`src/rtl/psr_pkg.sv`:
```
`default_nettype none
// ----------------------------------------------------------------------------
// psr_pkg
// shared types and constants of the particle splat rasteriser
// ----------------------------------------------------------------------------
package psr_pkg;

    localparam int CFG_IDX_W    = 3;
    localparam int CFG_DATA_W   = 60;
    localparam int COORD_W      = 10;
    localparam int DEPTH_W      = 15;
    localparam int SIZE_W       = 3;
    localparam int ROWS_W       = 6;
    localparam int CNT_W        = 6;
    localparam int RESULT_LIMIT = 64;
    localparam int ACC_W        = 43;
    localparam int DEN_W        = ACC_W;
    localparam int NUM_W        = 48;
    localparam int QUO_W        = 18;
    localparam int QUEUE_DEPTH  = 4;

    localparam logic [DEPTH_W-1:0] DEPTH_MAX = 15'h7fff;

    typedef enum logic [CFG_IDX_W-1:0] {
        CFG_VIEW_ORIGIN     = 3'd0,
        CFG_BASIS_RIGHT     = 3'd1,
        CFG_BASIS_UP        = 3'd2,
        CFG_BASIS_FORWARD   = 3'd3,
        CFG_SCREEN_CENTER   = 3'd4,
        CFG_VIEWPORT_NORMAL = 3'd5,
        CFG_VIEWPORT_VOXEL  = 3'd6,
        CFG_SIZE_CONTROL    = 3'd7
    } t_cfg_idx;

    typedef enum logic [1:0] {
        OP_X,
        OP_Y,
        OP_DEPTH
    } t_div_op;

    typedef enum logic [2:0] {
        F_IDLE,
        F_MUL,
        F_ACC,
        F_CHECK,
        F_DIV,
        F_FINISH
    } t_front_state;

    typedef enum logic [1:0] {
        B_CLEAR,
        B_IDLE,
        B_READ,
        B_TEST
    } t_back_state;

    typedef struct packed {
        logic signed [23:0] pos_x;
        logic signed [23:0] pos_y;
        logic signed [23:0] pos_z;
        logic               is_voxel;
        logic [15:0]        color;
    } t_particle;

    typedef struct packed {
        logic [8:0]         pixel_x;
        logic [8:0]         pixel_y;
        logic [15:0]        pixel_color;
        logic [DEPTH_W-1:0] pixel_depth;
        logic               write_pixel;
        logic               last_pixel;
    } t_pixel;

    typedef struct packed {
        logic [59:0] view_origin;
        logic [47:0] basis_right;
        logic [47:0] basis_up;
        logic [47:0] basis_forward;
        logic [31:0] screen_center;
        logic [39:0] viewport_normal;
        logic [19:0] viewport_voxel;
        logic [17:0] size_control;
    } t_cfg;

    typedef struct packed {
        logic [COORD_W-1:0] u;
        logic [COORD_W-1:0] v;
        logic [DEPTH_W-1:0] depth;
        logic [15:0]        color;
        logic [SIZE_W-1:0]  size;
        logic [ROWS_W-1:0]  rows;
    } t_splat;

    typedef struct packed {
        logic             start;
        logic [NUM_W-1:0] num;
        logic [DEN_W-1:0] den;
    } t_div_req;

    typedef struct packed {
        logic             done;
        logic [QUO_W-1:0] quo;
        logic             sat;
        logic             rem_nz;
    } t_div_res;

endpackage
`default_nettype wire

```
`src/rtl/psr_div.sv`:
```
`default_nettype none
// ----------------------------------------------------------------------------
// psr_div
// restoring divider, one quotient bit per cycle, with a quotient saturation flag
// ----------------------------------------------------------------------------
module psr_div (
    input  wire logic               i_clk,
    input  wire logic               i_rst_n,
    input  wire psr_pkg::t_div_req  i_req,
    output psr_pkg::t_div_res       o_res
);

    localparam int DSH_W = psr_pkg::DEN_W + psr_pkg::QUO_W - 1;
    localparam int CMP_W = psr_pkg::DEN_W + psr_pkg::QUO_W;
    localparam int CW    = $clog2(psr_pkg::QUO_W);

    logic                       r_busy;
    logic                       r_done;
    logic [CW-1:0]              r_cnt;
    logic [psr_pkg::NUM_W-1:0]  r_rem;
    logic [DSH_W-1:0]           r_dsh;
    logic [psr_pkg::QUO_W-1:0]  r_quo;
    logic                       r_sat;
    logic                       fits;

    assign fits = DSH_W'(r_rem) >= r_dsh;

    always_ff @(posedge i_clk) begin
        if (!i_rst_n) begin
            r_busy <= 1'b0;
            r_done <= 1'b0;
        end else begin
            r_done <= 1'b0;
            if (i_req.start) begin
                r_busy <= 1'b1;
            end else if (r_busy && r_cnt == '0) begin
                r_busy <= 1'b0;
                r_done <= 1'b1;
            end
        end
    end

    always_ff @(posedge i_clk) begin
        if (i_req.start) begin
            r_rem <= i_req.num;
            r_dsh <= {i_req.den, {(psr_pkg::QUO_W-1){1'b0}}};
            r_cnt <= CW'(psr_pkg::QUO_W - 1);
            r_sat <= CMP_W'(i_req.num) >= {i_req.den, {psr_pkg::QUO_W{1'b0}}};
        end else if (r_busy) begin
            if (fits) begin
                r_rem <= r_rem - r_dsh[psr_pkg::NUM_W-1:0];
            end
            r_quo <= {r_quo[psr_pkg::QUO_W-2:0], fits};
            r_dsh <= r_dsh >> 1;
            r_cnt <= r_cnt - 1'b1;
        end
    end

    assign o_res.done   = r_done;
    assign o_res.quo    = r_quo;
    assign o_res.sat    = r_sat;
    assign o_res.rem_nz = |r_rem;

endmodule
`default_nettype wire

```
`src/rtl/psr_front.sv`:
```
`default_nettype none
// ----------------------------------------------------------------------------
// psr_front
// camera transform, projection, culling and splat sizing of one particle
// ----------------------------------------------------------------------------
module psr_front #(
    parameter int SCREEN_WIDTH  = 512,
    parameter int SCREEN_HEIGHT = 512,
    parameter int MAX_SPLAT     = 4,
    parameter int DEPTH_SCALE   = 32768,
    parameter int NEAR_CLIP     = 8
) (
    input  wire logic               i_clk,
    input  wire logic               i_rst_n,
    input  wire psr_pkg::t_cfg      i_cfg,
    input  wire logic               i_valid,
    output logic                    o_ready,
    input  wire psr_pkg::t_particle i_data,
    input  wire logic               i_hold,
    output logic                    o_push,
    output psr_pkg::t_splat         o_splat,
    input  wire logic               i_full
);

    localparam int AW = psr_pkg::ACC_W;
    localparam logic signed [AW-1:0] NEAR_Q = AW'(NEAR_CLIP) <<< 18;
    localparam logic [psr_pkg::NUM_W-1:0] DEPTH_NUM = psr_pkg::NUM_W'(DEPTH_SCALE) << 18;

    psr_pkg::t_front_state n_state, r_state;
    psr_pkg::t_div_op      r_op;
    psr_pkg::t_div_req     div_req;
    psr_pkg::t_div_res     div_res;

    logic signed [24:0]    r_loc [3];
    logic signed [40:0]    r_prod;
    logic signed [AW-1:0]  r_acc;
    logic signed [AW-1:0]  r_t [3];
    logic [1:0]            r_vec;
    logic [1:0]            r_comp;
    logic                  r_vox;
    logic [15:0]           r_color;
    logic signed [19:0]    r_px;
    logic signed [19:0]    r_py;
    logic                  r_sat;
    logic [psr_pkg::DEPTH_W-1:0] r_depth;

    logic                  take;
    logic [47:0]           bsel;
    logic signed [15:0]    bcomp;
    logic signed [AW-1:0]  sum;
    logic                  near_cull;
    logic [AW-1:0]         abs_x, abs_y;
    logic [19:0]           qmag;
    logic signed [19:0]    qsigned;
    logic                  qneg;
    logic signed [20:0]    sum_u, sum_v;
    logic signed [16:0]    u_pos, v_pos;
    logic signed [16:0]    lim_l, lim_t, lim_r, lim_b;
    logic                  cull, empty;
    logic [psr_pkg::DEPTH_W-1:0] dsh;
    logic [2:0]            smin, smax;
    logic [psr_pkg::SIZE_W-1:0]  size_c, size_f;

    psr_div u_div (
        .i_clk   (i_clk),
        .i_rst_n (i_rst_n),
        .i_req   (div_req),
        .o_res   (div_res)
    );

    assign take = (r_state == psr_pkg::F_IDLE) && i_valid && !i_hold;

    // basis component for the current multiply
    always_comb begin
        case (r_vec)
            2'd0:    bsel = i_cfg.basis_right;
            2'd1:    bsel = i_cfg.basis_up;
            default: bsel = i_cfg.basis_forward;
        endcase
        bcomp = bsel[16*r_comp +: 16];
        sum   = (r_comp == 2'd0 ? '0 : r_acc) + {{2{r_prod[40]}}, r_prod};
    end

    assign near_cull = r_t[2] < NEAR_Q;
    assign abs_x     = r_t[0][AW-1] ? AW'(-r_t[0]) : AW'(r_t[0]);
    assign abs_y     = r_t[1][AW-1] ? AW'(-r_t[1]) : AW'(r_t[1]);

    // floor of signed quotient from magnitude result
    always_comb begin
        qneg    = (r_op == psr_pkg::OP_X) ? r_t[0][AW-1] : r_t[1][AW-1];
        qmag    = {2'b00, div_res.quo};
        qsigned = qneg ? -(qmag + 20'(div_res.rem_nz)) : qmag;
    end

    // screen position, viewport cull and splat size
    always_comb begin
        sum_u = $signed({5'b0, i_cfg.screen_center[15:0]}) + {r_px[19], r_px} + 21'sd8;
        sum_v = $signed({5'b0, i_cfg.screen_center[31:16]}) - {r_py[19], r_py} + 21'sd8;
        u_pos = sum_u[20:4];
        v_pos = sum_v[20:4];
        lim_l = $signed({7'b0, i_cfg.viewport_normal[9:0]});
        lim_t = $signed({7'b0, i_cfg.viewport_normal[19:10]});
        if (r_vox) begin
            lim_r = $signed({7'b0, i_cfg.viewport_voxel[9:0]});
            lim_b = $signed({7'b0, i_cfg.viewport_voxel[19:10]});
            smin  = i_cfg.size_control[12:10];
            smax  = i_cfg.size_control[15:13];
        end else begin
            lim_r = $signed({7'b0, i_cfg.viewport_normal[29:20]});
            lim_b = $signed({7'b0, i_cfg.viewport_normal[39:30]});
            smin  = i_cfg.size_control[6:4];
            smax  = i_cfg.size_control[9:7];
        end
        cull = r_sat || (v_pos > lim_b) || (u_pos > lim_r) || (v_pos < lim_t) ||
               (u_pos < lim_l);
        dsh = r_depth >> i_cfg.size_control[3:0];
        if (dsh < psr_pkg::DEPTH_W'(smin)) begin
            size_c = smin;
        end else if (dsh > psr_pkg::DEPTH_W'(smax)) begin
            size_c = smax;
        end else begin
            size_c = dsh[psr_pkg::SIZE_W-1:0];
        end
        size_f = (int'(size_c) > MAX_SPLAT) ? psr_pkg::SIZE_W'(MAX_SPLAT) : size_c;
        empty  = (size_f == '0) || (int'(u_pos) >= SCREEN_WIDTH) ||
                 (int'(v_pos) >= SCREEN_HEIGHT);
        o_splat.u     = u_pos[psr_pkg::COORD_W-1:0];
        o_splat.v     = v_pos[psr_pkg::COORD_W-1:0];
        o_splat.depth = r_depth;
        o_splat.color = r_color;
        o_splat.size  = size_f;
        o_splat.rows  = psr_pkg::ROWS_W'(size_f) << i_cfg.size_control[17:16];
    end

    always_ff @(posedge i_clk) begin
        if (!i_rst_n) begin
            r_state <= psr_pkg::F_IDLE;
        end else begin
            r_state <= n_state;
        end
    end

    always_comb begin
        n_state       = r_state;
        o_ready       = 1'b0;
        o_push        = 1'b0;
        div_req.start = 1'b0;
        div_req.num   = psr_pkg::NUM_W'({abs_x, 4'b0});
        div_req.den   = r_t[2];
        unique case (r_state)
            psr_pkg::F_IDLE: begin
                o_ready = !i_hold;
                if (take) begin
                    n_state = psr_pkg::F_MUL;
                end
            end
            psr_pkg::F_MUL: begin
                n_state = psr_pkg::F_ACC;
            end
            psr_pkg::F_ACC: begin
                if (r_comp == 2'd2 && r_vec == 2'd2) begin
                    n_state = psr_pkg::F_CHECK;
                end else begin
                    n_state = psr_pkg::F_MUL;
                end
            end
            psr_pkg::F_CHECK: begin
                if (near_cull) begin
                    n_state = psr_pkg::F_IDLE;
                end else begin
                    div_req.start = 1'b1;
                    n_state       = psr_pkg::F_DIV;
                end
            end
            psr_pkg::F_DIV: begin
                if (div_res.done) begin
                    if (r_op == psr_pkg::OP_DEPTH) begin
                        n_state = psr_pkg::F_FINISH;
                    end else begin
                        div_req.start = 1'b1;
                        div_req.num   = (r_op == psr_pkg::OP_X) ?
                                        psr_pkg::NUM_W'({abs_y, 4'b0}) : DEPTH_NUM;
                    end
                end
            end
            psr_pkg::F_FINISH: begin
                if (cull || empty) begin
                    n_state = psr_pkg::F_IDLE;
                end else if (!i_full) begin
                    o_push  = 1'b1;
                    n_state = psr_pkg::F_IDLE;
                end
            end
            default: n_state = psr_pkg::F_IDLE;
        endcase
    end

    always_ff @(posedge i_clk) begin
        if (take) begin
            r_loc[0] <= {i_data.pos_x[23], i_data.pos_x} -
                        {{5{i_cfg.view_origin[19]}}, i_cfg.view_origin[19:0]};
            r_loc[1] <= {i_data.pos_y[23], i_data.pos_y} -
                        {{5{i_cfg.view_origin[39]}}, i_cfg.view_origin[39:20]};
            r_loc[2] <= {i_data.pos_z[23], i_data.pos_z} -
                        {{5{i_cfg.view_origin[59]}}, i_cfg.view_origin[59:40]};
            r_vox    <= i_data.is_voxel;
            r_color  <= i_data.color;
            r_vec    <= 2'd0;
            r_comp   <= 2'd0;
        end
        if (r_state == psr_pkg::F_MUL) begin
            r_prod <= r_loc[r_comp] * bcomp;
        end
        if (r_state == psr_pkg::F_ACC) begin
            if (r_comp == 2'd2) begin
                r_t[r_vec] <= sum;
                r_vec      <= r_vec + 2'd1;
                r_comp     <= 2'd0;
            end else begin
                r_acc  <= sum;
                r_comp <= r_comp + 2'd1;
            end
        end
        if (r_state == psr_pkg::F_CHECK) begin
            r_op  <= psr_pkg::OP_X;
            r_sat <= 1'b0;
        end
        if (r_state == psr_pkg::F_DIV && div_res.done) begin
            case (r_op)
                psr_pkg::OP_X: begin
                    r_px  <= qsigned;
                    r_sat <= r_sat | div_res.sat;
                    r_op  <= psr_pkg::OP_Y;
                end
                psr_pkg::OP_Y: begin
                    r_py  <= qsigned;
                    r_sat <= r_sat | div_res.sat;
                    r_op  <= psr_pkg::OP_DEPTH;
                end
                psr_pkg::OP_DEPTH: begin
                    if (div_res.sat || div_res.quo > psr_pkg::QUO_W'(psr_pkg::DEPTH_MAX)) begin
                        r_depth <= psr_pkg::DEPTH_MAX;
                    end else begin
                        r_depth <= div_res.quo[psr_pkg::DEPTH_W-1:0];
                    end
                end
                default: ;
            endcase
        end
    end

endmodule
`default_nettype wire

```
`config.mk`:
```
export PLATFORM = sky130hd
export DESIGN_NAME = psr_front
export DESIGN_NICKNAME = d
export VERILOG_FILES = /design/src/rtl/psr_pkg.sv /design/src/rtl/psr_div.sv /design/src/rtl/psr_front.sv
export SDC_FILE = /design/constraint.sdc
export NUM_CORES = 2
export LEC_CHECK = 0
export BUFFER_PORTS_ARGS = -buffer_cell sky130_fd_sc_hd__buf_2
export CAP_MARGIN = 15
export CORE_MARGIN = 5
export CORE_UTILIZATION = 35
export CTS_CLUSTER_SIZE = 14
export DETAILED_ROUTE_END_ITERATION = 7
export PLACE_DENSITY = 0.5
export SYNTH_ARGS = -nofsm -noshare
export SYNTH_HDL_FRONTEND = slang
export SYNTH_SLANG_ARGS = --single-unit
```
`constraint.sdc`:
```
create_clock -name i_clk -period 10.3 [get_ports i_clk]
set_clock_uncertainty 0.2 [all_clocks]
set_input_delay 1.03 -clock i_clk [delete_from_list [all_inputs] [get_ports i_clk]]
set_output_delay 1.03 -clock i_clk [all_outputs]
set_load 0.01 [all_outputs]
```
==> impl_results.md <==
- Status: completed
- GR Layer Usage met2: 32.89%
- Antenna cell count: 0
- Filler instances: 14,000
- Net Count, Synth: 6,393
- Cts hold-fix bufs: 0
- YS warnings: 0
- Post-CTS setup-driven buffer insertion count: 0
- Number of global-route vias before repair: 39,180
- Achievable Freq: 109.0 MHz
- DRT iter0 DRCs: 2,341
- Setup Viol. Count Final: 0
- Slowest stage cell on the critical path: o21ai_1
- Async S/R FF share, synth: 0%
- Worst Path Arrival: 9.35 ns
- Register area share after synthesis: 30.31%
- Final WS setup: 1.127 ns
- Core Area: 0.1394 mm^2
- PostCTS Resize Cnt: 0
- WP data required: 10.48 ns
- FF-to-FF Start: r_comp[1]$_DFFE_PN_
- Clock sink count: 506
- #FFs+latches synth: 506
- Crit Path Max Fanout: 19
- Most common cell after layout, fill and taps aside: inv_1
- Worst Tran Pin Value: 1.210 ns
- Layout area overhead: 13.90%
- Place WS: 1.098 ns
- Met1 Usage GRT: 26.08%
- MaxCap Viol Count: 0
- Slew HR: 18.78%
- Crit path kind: register to register
- DRC: 0
- ANT nets after route: 0
- Most frequent cells in the layout: 763 x inv_1, 489 x nand2_1, 472 x edfxtp_1, 469 x buf_2, 427 x ha_1
- Gpl congestion: 0.8966
- Largest net degree at the start of global routing: 71
- Site Rows: 137
- Num CTS Buffers: 61
- Nets: 6,832
- TNS Setup: 0 ns
- Initial Utilization: 35.17%
- Crit. Startpoint: r_comp[1]$_DFFE_PN_
- Final period util: 89.06%
- GRT Util Overall: 19.25%
- CTS H-tree lvls: 2
- RSZ-0062 raised after global routing: no
- Clock latency on the worst-skew pair: 0.68 ns
- Post-synth EDFFs: 472
- Synthesized cell area: 0.04901 mm^2
- Leading area contributor after synthesis: edfxtp_1
- Fin area: 0.05582 mm^2
- Die area: 0.1476 mm^2
- Gr ovfl total: 0
- Chip height: 384.2 um
- Distinct cell type count after synthesis: 84
- Final hold viol count: 0
- Worst hold path class: register to register
- DP Area: 0.05369 mm^2
- Total wire length: 144,500 um
- Max-slew violations: 0
- Worst setup EP type: register
- Maximum clock path buffer count: 3
- Period minus WS final: 9.173 ns
- Post-Synthesis Cells: 5,163
- Min-Delay Startpoint: r_vec[0]$_DFF_P_
- DR pass1 iterations: 6
- Dpl hpwl: 118,700 um
- GRT met3 Usage: 2.560%
- Clk root buf: clkbuf_16
- Clock slew at reported path FFs: 0.05 ns
- Share of the synthesized area in the top cell type: 28.92%
- Io pins: 470
- First-pass GRT wire length: 225,400 um
- Top cells by area, synth: edfxtp_1 29%, fa_1 16%, ha_1 11%
- CTS tree: yes
- Avg WL per Cell: 19.19 um
- FF-to-FF path depth: 28
- Vias per cell: 5.087
- Most frequent CP cell: fa_1
- Main synth FF type: edfxtp_1
- Hold path cells: 1
- IO Port Bufs: 469
- Die Wd: 384.2 um
- Syn avg cell area: 9.493 um^2
- DR vias: 38,310
- GRT busiest layer: met2
- Share of cells above drive strength 1: 12.75%
- Initial antenna violation count: 3
- Setup crit start kind: register
- CP max stage delay: 0.65 ns
worst paths after layout:
kind	end	slack (ns)
max	r_prod[38]$_DFFE_PP_	1.13
min	r_vec[0]$_DFF_P_	0.29
max reg2reg	r_prod[38]$_DFFE_PP_	1.13
min reg2reg	r_vec[0]$_DFF_P_	0.29
routing by layer:
metal | wire [um] | vias to the layer above
li1 | - | 18670
met4 | 3245 | 2
met1 | 65650 | 18440
met2 | 68020 | 1038
met3 | 7615 | 162
met5 | 7 | -
per-stage QoR:
| stage | util, % | cells | hold WS, ns |
|---|---|---|---|
| 2_1_floorplan | - | 5163 | 0.2400 |
| 3_3_place_gp | 38.53 | 7415 | 0.2803 |
| 3_5_place_dp | 38.53 | 7415 | 0.2821 |
| 4_1_cts | 40.06 | 7531 | 0.2825 |
| 5_1_grt | 40.06 | 7531 | 0.2838 |
| 6_report | 40.06 | 7531 | 0.2889 |
cell usage after synthesis, drive strengths merged (33+ instances only):
cell type and count:
nand3 92, xnor2 151, and3 44, edfxtp 472
nor2 379, ha 429, mux2i 87, dfxtp 34
and2 57, inv 764, nand4 33, nand2 489
a211oi 38, o31ai 42, fa 393, clkbuf 144
a21o 116, nand2b 40, o22ai 40, nor3 67
nor4 40, a21oi 262, xor2 134, o21ai 230
nor2b 93, o21a 76
layout make-up:
| cell class | count | area, um^2 | share of cell area (%) |
|---|---|---|---|
| repair buffers | 541 | 2888 | 5.173 |
| well taps | 1876 | 2347 | 4.205 |
| flip-flops and latches | 506 | 14860 | 26.61 |
| clock inverters | 52 | 569.3 | 1.020 |
| clock buffers | 64 | 1559 | 2.793 |
| multi-input cells | 3728 | 30730 | 55.06 |
| inverters | 764 | 2868 | 5.137 |
flip-flops by register name (all words and copies together) (netlist names), named ones only:
signal,flops
r_comp,2
r_depth,15
u_div.r_cnt,5
r_state,3
u_div.r_busy,1
r_sat,1
r_loc,75
u_div.r_dsh,60
r_t,129
u_div.r_quo,18
u_div.r_done,1
r_vox,1
r_px,20
r_prod,41
r_color,16
r_py,20
u_div.r_sat,1
r_acc,43
r_op,2
r_vec,2
u_div.r_rem,48
cells by family (layout without fill, tap and decap cells):
kind of cell	Yosys count	count (layout)	share of synthesized area (%)
and+or+nand+nor	1430	1430	13.63
AOI/OAI and AO/OA	1088	1088	14.64
buffers and inverters	929	1421	7.143
adders and majority gates	822	822	27.00
DFF	506	506	30.31
xor gates and xnor gates	285	285	5.093
muxes	103	103	2.190
critical path: cells and delay by family, from the launching register on:
kind                     cells  cell delay [ns]
buffers and inverters        5             0.47
flip-flops                   1             0.38
AO/OA/AOI/OAI               13             3.62
adder cells (fa/ha/maj)      7             3.43
XOR/XNOR                     1             0.14
AND/OR/NAND/NOR              2             0.67
Power is left out: the tool's default activity adds up to more than one toggle a clock period on the data nets, which glitch-free logic cannot reach.
